$ cat config.mk
export PLATFORM = sky130hd
export DESIGN_NAME = gear_estimate_from_ratio_core
export DESIGN_NICKNAME = d
export VERILOG_FILES = /design/src/design/gefr_pkg.sv /design/src/design/gefr_div_cell.sv /design/src/design/gefr_match.sv /design/src/design/gear_estimate_from_ratio_core.sv
export SDC_FILE = /design/constraint.sdc
export NUM_CORES = 2
export LEC_CHECK = 0
export BUFFER_PORTS_ARGS = -buffer_cell sky130_fd_sc_hd__buf_4
export CAP_MARGIN = 20
export CORE_MARGIN = 4
export CORE_UTILIZATION = 30
export CTS_CLUSTER_SIZE = 28
export DETAILED_ROUTE_END_ITERATION = 16
export GPL_ROUTABILITY_DRIVEN = 0
export GPL_TIMING_DRIVEN = 0
export PLACE_DENSITY = 0.42
export SYNTH_ARGS = -nofsm -noshare
export SYNTH_HDL_FRONTEND = slang
export SYNTH_HIERARCHICAL = 1
export SYNTH_SLANG_ARGS = --single-unit
$ cat constraint.sdc
create_clock -name clk -period 34.5 [get_ports clk]
set_clock_uncertainty 0.05 [all_clocks]
set_input_delay 5.175 -clock clk [delete_from_list [all_inputs] [get_ports clk]]
set_output_delay 5.175 -clock clk [all_outputs]
set_load 0.1 [all_outputs]
$ cat src/design/gefr_pkg.sv
package gefr_pkg;

	// field widths
	localparam int unsigned SPEED_W = 16;
	localparam int unsigned SCALE_W = 24;
	localparam int unsigned RATIO_W = 16;
	localparam int unsigned GEAR_W = 3;
	localparam int unsigned STATUS_W = 2;
	localparam int unsigned INDEX_W = 3;
	localparam int unsigned GEAR_COUNT = 6;

	// one divider cell per quotient bit
	localparam int unsigned DIV_CELLS = RATIO_W;
	localparam int unsigned PROD_W = SPEED_W + SCALE_W;

	// register indexes of the configuration port
	typedef enum logic [INDEX_W-1:0] {
		REG_SCALE = 3'd0,
		REG_GEAR1 = 3'd1,
		REG_GEAR2 = 3'd2,
		REG_GEAR3 = 3'd3,
		REG_GEAR4 = 3'd4,
		REG_GEAR5 = 3'd5,
		REG_GEAR6 = 3'd6,
		REG_TOL = 3'd7
	} reg_index_t;

	// result status codes
	typedef enum logic [STATUS_W-1:0] {
		ST_MATCH = 2'd0,
		ST_ZERO = 2'd1,
		ST_REJECT = 2'd2
	} status_t;

	typedef logic [RATIO_W-1:0] ratio_t;

	// register reset values
	localparam logic [SCALE_W-1:0] SCALE_RESET = 24'd189580;
	localparam ratio_t GEAR1_RESET = 16'd14918;
	localparam ratio_t GEAR2_RESET = 16'd8520;
	localparam ratio_t GEAR3_RESET = 16'd5575;
	localparam ratio_t GEAR4_RESET = 16'd4190;
	localparam ratio_t GEAR5_RESET = 16'd3396;
	localparam ratio_t GEAR6_RESET = 16'd2810;
	localparam ratio_t TOL_RESET = 16'd1024;

	// data handed from one divider cell to the next
	typedef struct packed {
		logic [SPEED_W-1:0] rem;
		logic [RATIO_W-1:0] dvd;
		logic [RATIO_W-1:0] quo;
		logic [SPEED_W-1:0] spd;
		logic zero;
		logic sat;
	} div_t;

endpackage

$ cat src/design/gefr_div_cell.sv
module gefr_div_cell
	import gefr_pkg::*;
(
	input logic clk,
	input logic arst_n,
	input logic en,
	input logic valid_in,
	input div_t data_in,
	output logic valid_q,
	output div_t data_q
);

	logic [SPEED_W:0] trial;
	logic ge;
	div_t nxt;

	// one restoring step: shift in the next dividend bit, subtract if it fits
	always_comb begin
		trial = {data_in.rem, data_in.dvd[RATIO_W-1]};
		ge = (trial >= {1'b0, data_in.spd});
		nxt = data_in;
		nxt.rem = ge ? SPEED_W'(trial - {1'b0, data_in.spd}) : trial[SPEED_W-1:0];
		nxt.dvd = {data_in.dvd[RATIO_W-2:0], 1'b0};
		nxt.quo = {data_in.quo[RATIO_W-2:0], ge};
	end

	// valid bit
	always_ff @(posedge clk or negedge arst_n) begin
		if (!arst_n) begin
			valid_q <= 1'b0;
		end else if (en) begin
			valid_q <= valid_in;
		end
	end

	// payload
	always_ff @(posedge clk) begin
		if (en) begin
			data_q <= nxt;
		end
	end

endmodule

$ cat src/design/gefr_match.sv
module gefr_match
	import gefr_pkg::*;
(
	input logic clk,
	input logic arst_n,
	input logic en,
	input logic valid_in,
	input ratio_t ratio_in,
	input logic zero_in,
	input ratio_t [GEAR_COUNT-1:0] gear_ratio,
	input ratio_t tolerance,
	output logic valid_q,
	output logic [GEAR_W-1:0] gear_q,
	output status_t status_q,
	output ratio_t ratio_q
);

	logic valid_s1;
	logic zero_s1;
	ratio_t ratio_s1;
	ratio_t [GEAR_COUNT-1:0] diff_s1;
	ratio_t [GEAR_COUNT-1:0] diff;

	ratio_t best_diff;
	logic [GEAR_W-1:0] best_idx;
	logic [GEAR_W-1:0] gear_d;
	status_t status_d;

	// distance to every gear
	always_comb begin
		for (int i = 0; i < GEAR_COUNT; i++) begin
			diff[i] = (ratio_in >= gear_ratio[i]) ? ratio_in - gear_ratio[i]
				: gear_ratio[i] - ratio_in;
		end
	end

	always_ff @(posedge clk or negedge arst_n) begin
		if (!arst_n) begin
			valid_s1 <= 1'b0;
		end else if (en) begin
			valid_s1 <= valid_in;
		end
	end

	always_ff @(posedge clk) begin
		if (en) begin
			diff_s1 <= diff;
			ratio_s1 <= ratio_in;
			zero_s1 <= zero_in;
		end
	end

	// nearest gear, lower gear wins ties
	always_comb begin
		best_diff = diff_s1[0];
		best_idx = '0;
		for (int i = 1; i < GEAR_COUNT; i++) begin
			if (diff_s1[i] < best_diff) begin
				best_diff = diff_s1[i];
				best_idx = GEAR_W'(i);
			end
		end
	end

	// classify the item
	always_comb begin
		if (zero_s1) begin
			gear_d = '0;
			status_d = ST_ZERO;
		end else if (best_diff > tolerance) begin
			gear_d = '0;
			status_d = ST_REJECT;
		end else begin
			gear_d = best_idx + GEAR_W'(1);
			status_d = ST_MATCH;
		end
	end

	// output register
	always_ff @(posedge clk or negedge arst_n) begin
		if (!arst_n) begin
			valid_q <= 1'b0;
		end else if (en) begin
			valid_q <= valid_s1;
		end
	end

	always_ff @(posedge clk) begin
		if (en) begin
			gear_q <= gear_d;
			status_q <= status_d;
			ratio_q <= ratio_s1;
		end
	end

endmodule

$ cat src/design/gear_estimate_from_ratio_core.sv
// Gear estimator: engine speed and road speed in, gear, status and ratio out.
// Sample channel: sample_valid/sample_stall with engine_speed and road_speed;
// an item is taken at an edge with sample_valid high and sample_stall low.
// Result channel: result_valid/result_stall with gear, status and
// measured_ratio; the receiver holds result_stall high to keep the item.
// Configuration: cfg_valid/cfg_ready with cfg_index and cfg_data, always
// ready; write only while no items are in flight.
// From acceptance to result_valid an item passes one multiply stage, one
// prepare stage, a chain of 16 divider cells giving one quotient bit each,
// and two match stages ending in the output register. Throughput is one item
// per cycle while the chain is not held; every stage moves in lockstep.
// While result_valid is high and result_stall is high, the whole chain
// holds and sample_stall is raised; bubbles do not cause stalls otherwise.
// Reset clears all valid bits and loads the default scale, gear ratios and
// tolerance.
module gear_estimate_from_ratio_core
	import gefr_pkg::*;
(
	input logic clk,
	input logic arst_n,
	input logic sample_valid,
	output logic sample_stall,
	input logic [SPEED_W-1:0] engine_speed,
	input logic [SPEED_W-1:0] road_speed,
	output logic result_valid,
	input logic result_stall,
	output logic [GEAR_W-1:0] gear,
	output logic [STATUS_W-1:0] status,
	output logic [RATIO_W-1:0] measured_ratio,
	input logic cfg_valid,
	output logic cfg_ready,
	input logic [INDEX_W-1:0] cfg_index,
	input logic [SCALE_W-1:0] cfg_data
);

	logic en;
	logic [SCALE_W-1:0] scale_q;
	ratio_t [GEAR_COUNT-1:0] gear_q;
	ratio_t tol_q;

	logic valid_s1;
	logic zero_s1;
	logic [PROD_W-1:0] prod_s1;
	logic [SPEED_W-1:0] spd_s1;

	logic [PROD_W-5:0] nsh;
	logic [PROD_W-5-RATIO_W:0] hi;
	logic valid_s2;
	div_t prep_s2;

	logic cell_valid [DIV_CELLS+1];
	div_t cell_data [DIV_CELLS+1];
	div_t last;
	ratio_t ratio_d;
	status_t status_o;

	// global advance: the chain holds only when a waiting result is stalled
	assign en = !(result_valid && result_stall);
	assign sample_stall = !en;
	assign cfg_ready = 1'b1;

	// configuration registers
	always_ff @(posedge clk or negedge arst_n) begin
		if (!arst_n) begin
			scale_q <= SCALE_RESET;
			gear_q[0] <= GEAR1_RESET;
			gear_q[1] <= GEAR2_RESET;
			gear_q[2] <= GEAR3_RESET;
			gear_q[3] <= GEAR4_RESET;
			gear_q[4] <= GEAR5_RESET;
			gear_q[5] <= GEAR6_RESET;
			tol_q <= TOL_RESET;
		end else if (cfg_valid && cfg_ready) begin
			case (reg_index_t'(cfg_index))
				REG_SCALE: scale_q <= cfg_data;
				REG_GEAR1: gear_q[0] <= cfg_data[RATIO_W-1:0];
				REG_GEAR2: gear_q[1] <= cfg_data[RATIO_W-1:0];
				REG_GEAR3: gear_q[2] <= cfg_data[RATIO_W-1:0];
				REG_GEAR4: gear_q[3] <= cfg_data[RATIO_W-1:0];
				REG_GEAR5: gear_q[4] <= cfg_data[RATIO_W-1:0];
				REG_GEAR6: gear_q[5] <= cfg_data[RATIO_W-1:0];
				REG_TOL: tol_q <= cfg_data[RATIO_W-1:0];
				default: tol_q <= tol_q;
			endcase
		end
	end

	// stage 1: rpm times scale
	always_ff @(posedge clk or negedge arst_n) begin
		if (!arst_n) begin
			valid_s1 <= 1'b0;
		end else if (en) begin
			valid_s1 <= sample_valid;
		end
	end

	always_ff @(posedge clk) begin
		if (en) begin
			prod_s1 <= PROD_W'(engine_speed) * PROD_W'(scale_q);
			spd_s1 <= road_speed;
			zero_s1 <= (engine_speed == '0) || (road_speed == '0);
		end
	end

	// stage 2: drop the factor of 16, check for quotient overflow
	assign nsh = prod_s1[PROD_W-1:4];
	assign hi = nsh[PROD_W-5:RATIO_W];

	always_ff @(posedge clk or negedge arst_n) begin
		if (!arst_n) begin
			valid_s2 <= 1'b0;
		end else if (en) begin
			valid_s2 <= valid_s1;
		end
	end

	always_ff @(posedge clk) begin
		if (en) begin
			prep_s2.rem <= hi[SPEED_W-1:0];
			prep_s2.dvd <= nsh[RATIO_W-1:0];
			prep_s2.quo <= '0;
			prep_s2.spd <= spd_s1;
			prep_s2.zero <= zero_s1;
			prep_s2.sat <= (hi >= $bits(hi)'(spd_s1));
		end
	end

	// divider cell chain
	assign cell_valid[0] = valid_s2;
	assign cell_data[0] = prep_s2;

	for (genvar c = 0; c < DIV_CELLS; c++) begin : g_cell
		gefr_div_cell u_cell (
			.clk(clk),
			.arst_n(arst_n),
			.en(en),
			.valid_in(cell_valid[c]),
			.data_in(cell_data[c]),
			.valid_q(cell_valid[c+1]),
			.data_q(cell_data[c+1])
		);
	end

	// saturate and force zero for a stopped vehicle or engine
	assign last = cell_data[DIV_CELLS];
	always_comb begin
		if (last.zero) begin
			ratio_d = '0;
		end else if (last.sat) begin
			ratio_d = '1;
		end else begin
			ratio_d = last.quo;
		end
	end

	// gear match and output register
	gefr_match u_match (
		.clk(clk),
		.arst_n(arst_n),
		.en(en),
		.valid_in(cell_valid[DIV_CELLS]),
		.ratio_in(ratio_d),
		.zero_in(last.zero),
		.gear_ratio(gear_q),
		.tolerance(tol_q),
		.valid_q(result_valid),
		.gear_q(gear),
		.status_q(status_o),
		.ratio_q(measured_ratio)
	);

	assign status = status_o;

`ifndef SYNTHESIS
	// a match always names a real gear
	a_match_gear: assert property (@(posedge clk) disable iff (!arst_n)
		result_valid && status_o == ST_MATCH |-> gear != '0 && gear <= GEAR_W'(GEAR_COUNT))
		else $error("matched item without a valid gear");

	// a stopped item reports no gear and no ratio
	a_zero_item: assert property (@(posedge clk) disable iff (!arst_n)
		result_valid && status_o == ST_ZERO |-> gear == '0 && measured_ratio == '0)
		else $error("stopped item with gear or ratio");

	// a rejected item reports no gear
	a_reject_item: assert property (@(posedge clk) disable iff (!arst_n)
		result_valid && status_o == ST_REJECT |-> gear == '0)
		else $error("rejected item with a gear");

	// a held result stays valid and the last divider cell's valid bit does not change
	a_hold_chain: assert property (@(posedge clk) disable iff (!arst_n)
		result_valid && result_stall |=> $stable(cell_valid[DIV_CELLS]) && result_valid)
		else $error("chain moved under a stalled result");
`endif

endmodule
# Word-level counts from Yosys, hierarchy flattened
# Cells that the tools add are included.
# classes
eq_ne	7
order_cmp	29
n_reduce_logical	14
mux	34
n_addsub	28
n_mul	1
# ops
op	count
two-way mux 16 bit	28
subtractor 16 bit	27
>= comparator 17 x 16 -> 1 bit	16
>= comparator 16 bit	6
less-than comparator 16 bit	5
multiplier 16 x 24 -> 40 bit	1
zero test 16 bit	2
>= comparator 20 x 16 -> 1 bit	1
> comparator 16 bit	1
AND reduction 2 bit	8
== test 3 bit, second input constant	4
== test 3 x 2 -> 1 bit, second input constant	2
two-way mux 2 bit	3
two-way mux 3 bit	2
adder 3 x 1 -> 3 bit, second input constant	1
== test 3 x 1 -> 1 bit, second input constant	1
zero test 3 bit	1
OR reduction 2 bit	1
logical AND 1 bit	1
logical OR 1 bit	1
two-way mux 1 bit	1
# word_totals
in_bits	64
elab_cells	253
out_inout_bits	24
reg_bits	1165

# Depth between registers and ports, before layout
# depth
word_depth	12
depth_mapped	71
ltp_nobuf	65

# Modules after synthesis
# Netlist, hierarchy kept.
# modules_own_cells
module	area_per_inst_um2	cells_each	seq_area_each_um2	instances
gefr_div_cell at g_cell[0].u_cell ...	3164.3	225	1976.9	15
gear_estimate_from_ratio_core	21180.3	1933	6605.1	1
gefr_match	16618.4	1889	4073.9	1
gefr_div_cell at g_cell[9].u_cell	3173.0	226	1976.9	1

# Worst setup path after synthesis
# Ideal clock, no wire load.
# synth_timing
path_type	input -> output
start	in result_stall
end	out sample_stall
t_required_ns	29.275
path_slack_ns	-15.337
n_path_buf	0
path_stages	2
arrival_time_ns	44.612
path_cell_list	nand2_1 inv_1
# synth_via
elab_chain_len	1
# synth_rtl
element	line_no	text
start: declaration	gear_estimate_from_ratio_core.sv:26	input logic result_stall,
logical AND 1 bit	gear_estimate_from_ratio_core.sv:58	assign en = !(result_valid && result_stall);
end: declaration	gear_estimate_from_ratio_core.sv:22	output logic sample_stall,
# Every way passes these cells.

# Worst setup path in the final report
# layout_timing
start	reg u_match/diff_s1[11] (netlist name)
end	reg u_match.gear_q[2], data pin
# layout_via
elab_chain_len	12
elab_cells_between_ends	18
classes_between	add/sub (1); order compare (6); mux (10); reduce/logical (1)
# layout_rtl
element	line_no	text
start: declaration	gefr_match.sv:21	ratio_t [GEAR_COUNT-1:0] diff_s1;
start signal: assignment	gefr_match.sv:47	diff_s1 <= diff;
less-than comparator 16 bit	gefr_match.sv:58	if (diff_s1[i] < best_diff) begin
two-way mux 16 bit	gefr_match.sv:58	
less-than comparator 16 bit	gefr_match.sv:58	
two-way mux 16 bit	gefr_match.sv:58	
less-than comparator 16 bit	gefr_match.sv:58	
two-way mux 16 bit	gefr_match.sv:58	
less-than comparator 16 bit	gefr_match.sv:58	
two-way mux 16 bit	gefr_match.sv:58	
less-than comparator 16 bit	gefr_match.sv:58	
two-way mux 16 bit	gefr_match.sv:58	
> comparator 16 bit	gefr_match.sv:70	end else if (best_diff > tolerance) begin
OR reduction 2 bit (no source line)	-	
end signal: assignment	gefr_match.sv:90	gear_q <= gear_d;
end: declaration	gefr_match.sv:13	output logic [GEAR_W-1:0] gear_q,
# Parallel ways exist; a longest one is shown, timed or not.
# A chain may end at the register's enable or synchronous reset.

==> qor.csv <==
metric,value,unit
pin_count,88,
grt_pass1_vias,54700,
die_w,523,microns
hold_buffers,0,
rsz0062_at_grt,false,
status,finished clean,
maxCapViolations,0,
stdcell_area,0.0900,sq mm
endpoint_kind,flip-flop,
crit_path_max_incr_delay,0.77,ns
start_util,30.2,%
slew_headroom,23.4,%
hold_path_class,flip-flop to flip-flop,
critPathLaunchType,flip-flop,
core-area,0.263,sq mm
die-height,523,microns
cts_resized,0,
die-area,0.273,sq mm
cts_made_buffers,147,
overflow,0,
h-tree-depth,4,
critPathArrivalTime,16.72,ns
wl_met1,97.1,mm
drtIter0Drc,3307,
clock_sinks,1161,
met3_length,10.3,mm
insertion_delay,0.78,ns
met2_length,106,mm
top_layer,met4,
fin_nets,8344,
synth_nets,8083,
routedWlPerCell,20.3,microns
syn_inst,7031,
critical_path_class,flip-flop to flip-flop,
crit_fanout,10,
post_dp_cell_area,0.0851,sq mm
postSynthAreaPerCell,11.3,sq um
grt_pass1_wl,338,mm
grt_max_degree,121,
fin_util,34.2,%
area_growth,13.3,%
dpl.hpwl,168,mm
cp_common_cell,a21o_1,
drive_gt1_share,11.7,%
drt_pre_antenna_iters,6,
required,35.08,ns
hold_viol,0,
post-cts-setup-buffer-count,0,
clk_pin_slew,0.06,ns
period_minus_slack,16.14,ns
tightest_slew,1.15,ns
rows,188,
drc,0,
ant_nets,0,
port_buffers,82,
crit_slowest_cell,buf_1,
syn_area,0.0794,sq mm
cts_buffer_depth,3,
drv_slew,0,
setup_viol,0,
fmax,0.0620,GHz
finalCritPeriodShare,46.8,%
setup_tns,0,ns
antenna_found_initial,23,
root_buffer,clkbuf_16,
wl,222,mm
grt_usage,16.1,%
dr_total_vias,52700,
vias_per_cell,4.82,
cts_tree,built,
ys_warn_count,6,
==> per-layer routing <==
metal	vias to the layer above	global-route usage [%]
li1	25300	-
met4	0	5.16
met3	324	2.44
met5	-	0
met2	1152	27.5
met1	25900	20.9
==> registers in the layout, summed over array words and instances (netlist names), 2 cells and up <==
register,count
u_match/status_q,2
u_match/diff_s1,96
u_match/ratio_q,16
cell_data,50
g_cell.u_cell/data_q,768
scale_q,24
tol_q,16
u_match/ratio_s1,16
u_match/gear_q,3
gear_q,96
prod_s1,36
spd_s1,16
g_cell.u_cell/valid_q,16
==> worst max-delay path: cells and delay by family, from the launching register on <==
| kind | cells | cell delay, ns |
|---|---|---|
| compound gates | 32 | 6.22 |
| fa+ha+maj | 6 | 1.85 |
| buf+inv | 10 | 2.27 |
| flops | 1 | 0.40 |
| mux | 5 | 1.55 |
| simple gates | 17 | 3.63 |
==> stage by stage <==
step	hold WS, ns	cells	worst slack (ns)
2_1_floorplan	0.350	7031	6.38
3_3_place_gp	0.350	10600	5.30
3_5_place_dp	0.355	10700	18.22
4_1_cts	0.336	10900	18.19
5_1_grt	0.349	10900	17.02
6_report	0.345	10900	18.36
==> final cells by class <==
type                    instances  area, sq um
fillers                     26500       173000
multi-input cells            4633        40300
flip-flops and latches       1161        34100
well taps                    3515         4400
clock buffers                 194         3970
inverters                     993         3770
plain buffers                 244         1340
repair buffers                112         1230
clock inverters                73          867
diodes                          9         22.5
==> layout by cell type, fill, tap and decap left out, types with 22 or more instances in the layout <==
master,instances
o21ai_0,253
clkbuf_16,149
xor2_1,114
a311oi_1,22
a211oi_1,61
o21bai_1,81
nand3_1,80
and3_1,41
dfstp_2,47
o21ai_1,27
a41o_1,32
nor2b_1,66
fa_1,333
clkbuf_1,230
mux2_4,120
o211ai_1,29
mux2_2,229
nand4_1,102
and2_1,189
dfrtp_1,109
mux2i_1,131
buf_6,22
xnor2_1,184
nand2b_1,35
nor2_1,247
buf_4,84
clkinv_2,26
a211o_1,32
a21o_1,197
and4_1,25
inv_1,977
o21a_1,45
a31oi_1,70
edfxtp_1,1005
ha_1,655
nand2_1,531
a21oi_1,346
==> final timing paths <==
path | from | to | slack, ns | cells after the start
setup / recovery | u_match/diff_s1[11]$_DFFE_PP_ | u_match/gear_q[2]$_SDFFCE_PP0P_ | 18.36 | 70
hold / removal | g_cell[0].u_cell/data_q[35]$_DFFE_PP_ | g_cell[1].u_cell/data_q[36]$_DFFE_PP_ | 0.34 | 0
setup reg to reg | u_match/diff_s1[11]$_DFFE_PP_ | u_match/gear_q[2]$_SDFFCE_PP0P_ | 18.36 | 70
hold reg to reg | g_cell[0].u_cell/data_q[35]$_DFFE_PP_ | g_cell[1].u_cell/data_q[36]$_DFFE_PP_ | 0.34 | 0
max in group asynchronous | arst_n | u_match/valid_q$_DFFE_PN0P_ | 28.97 | 2
min in group asynchronous | arst_n | gear_q[25]$_DFFE_PN0P_ | 4.41 | 1
Power is not shown: default switching activity piles up to over one toggle a cycle in this logic, so the estimate is an artifact.
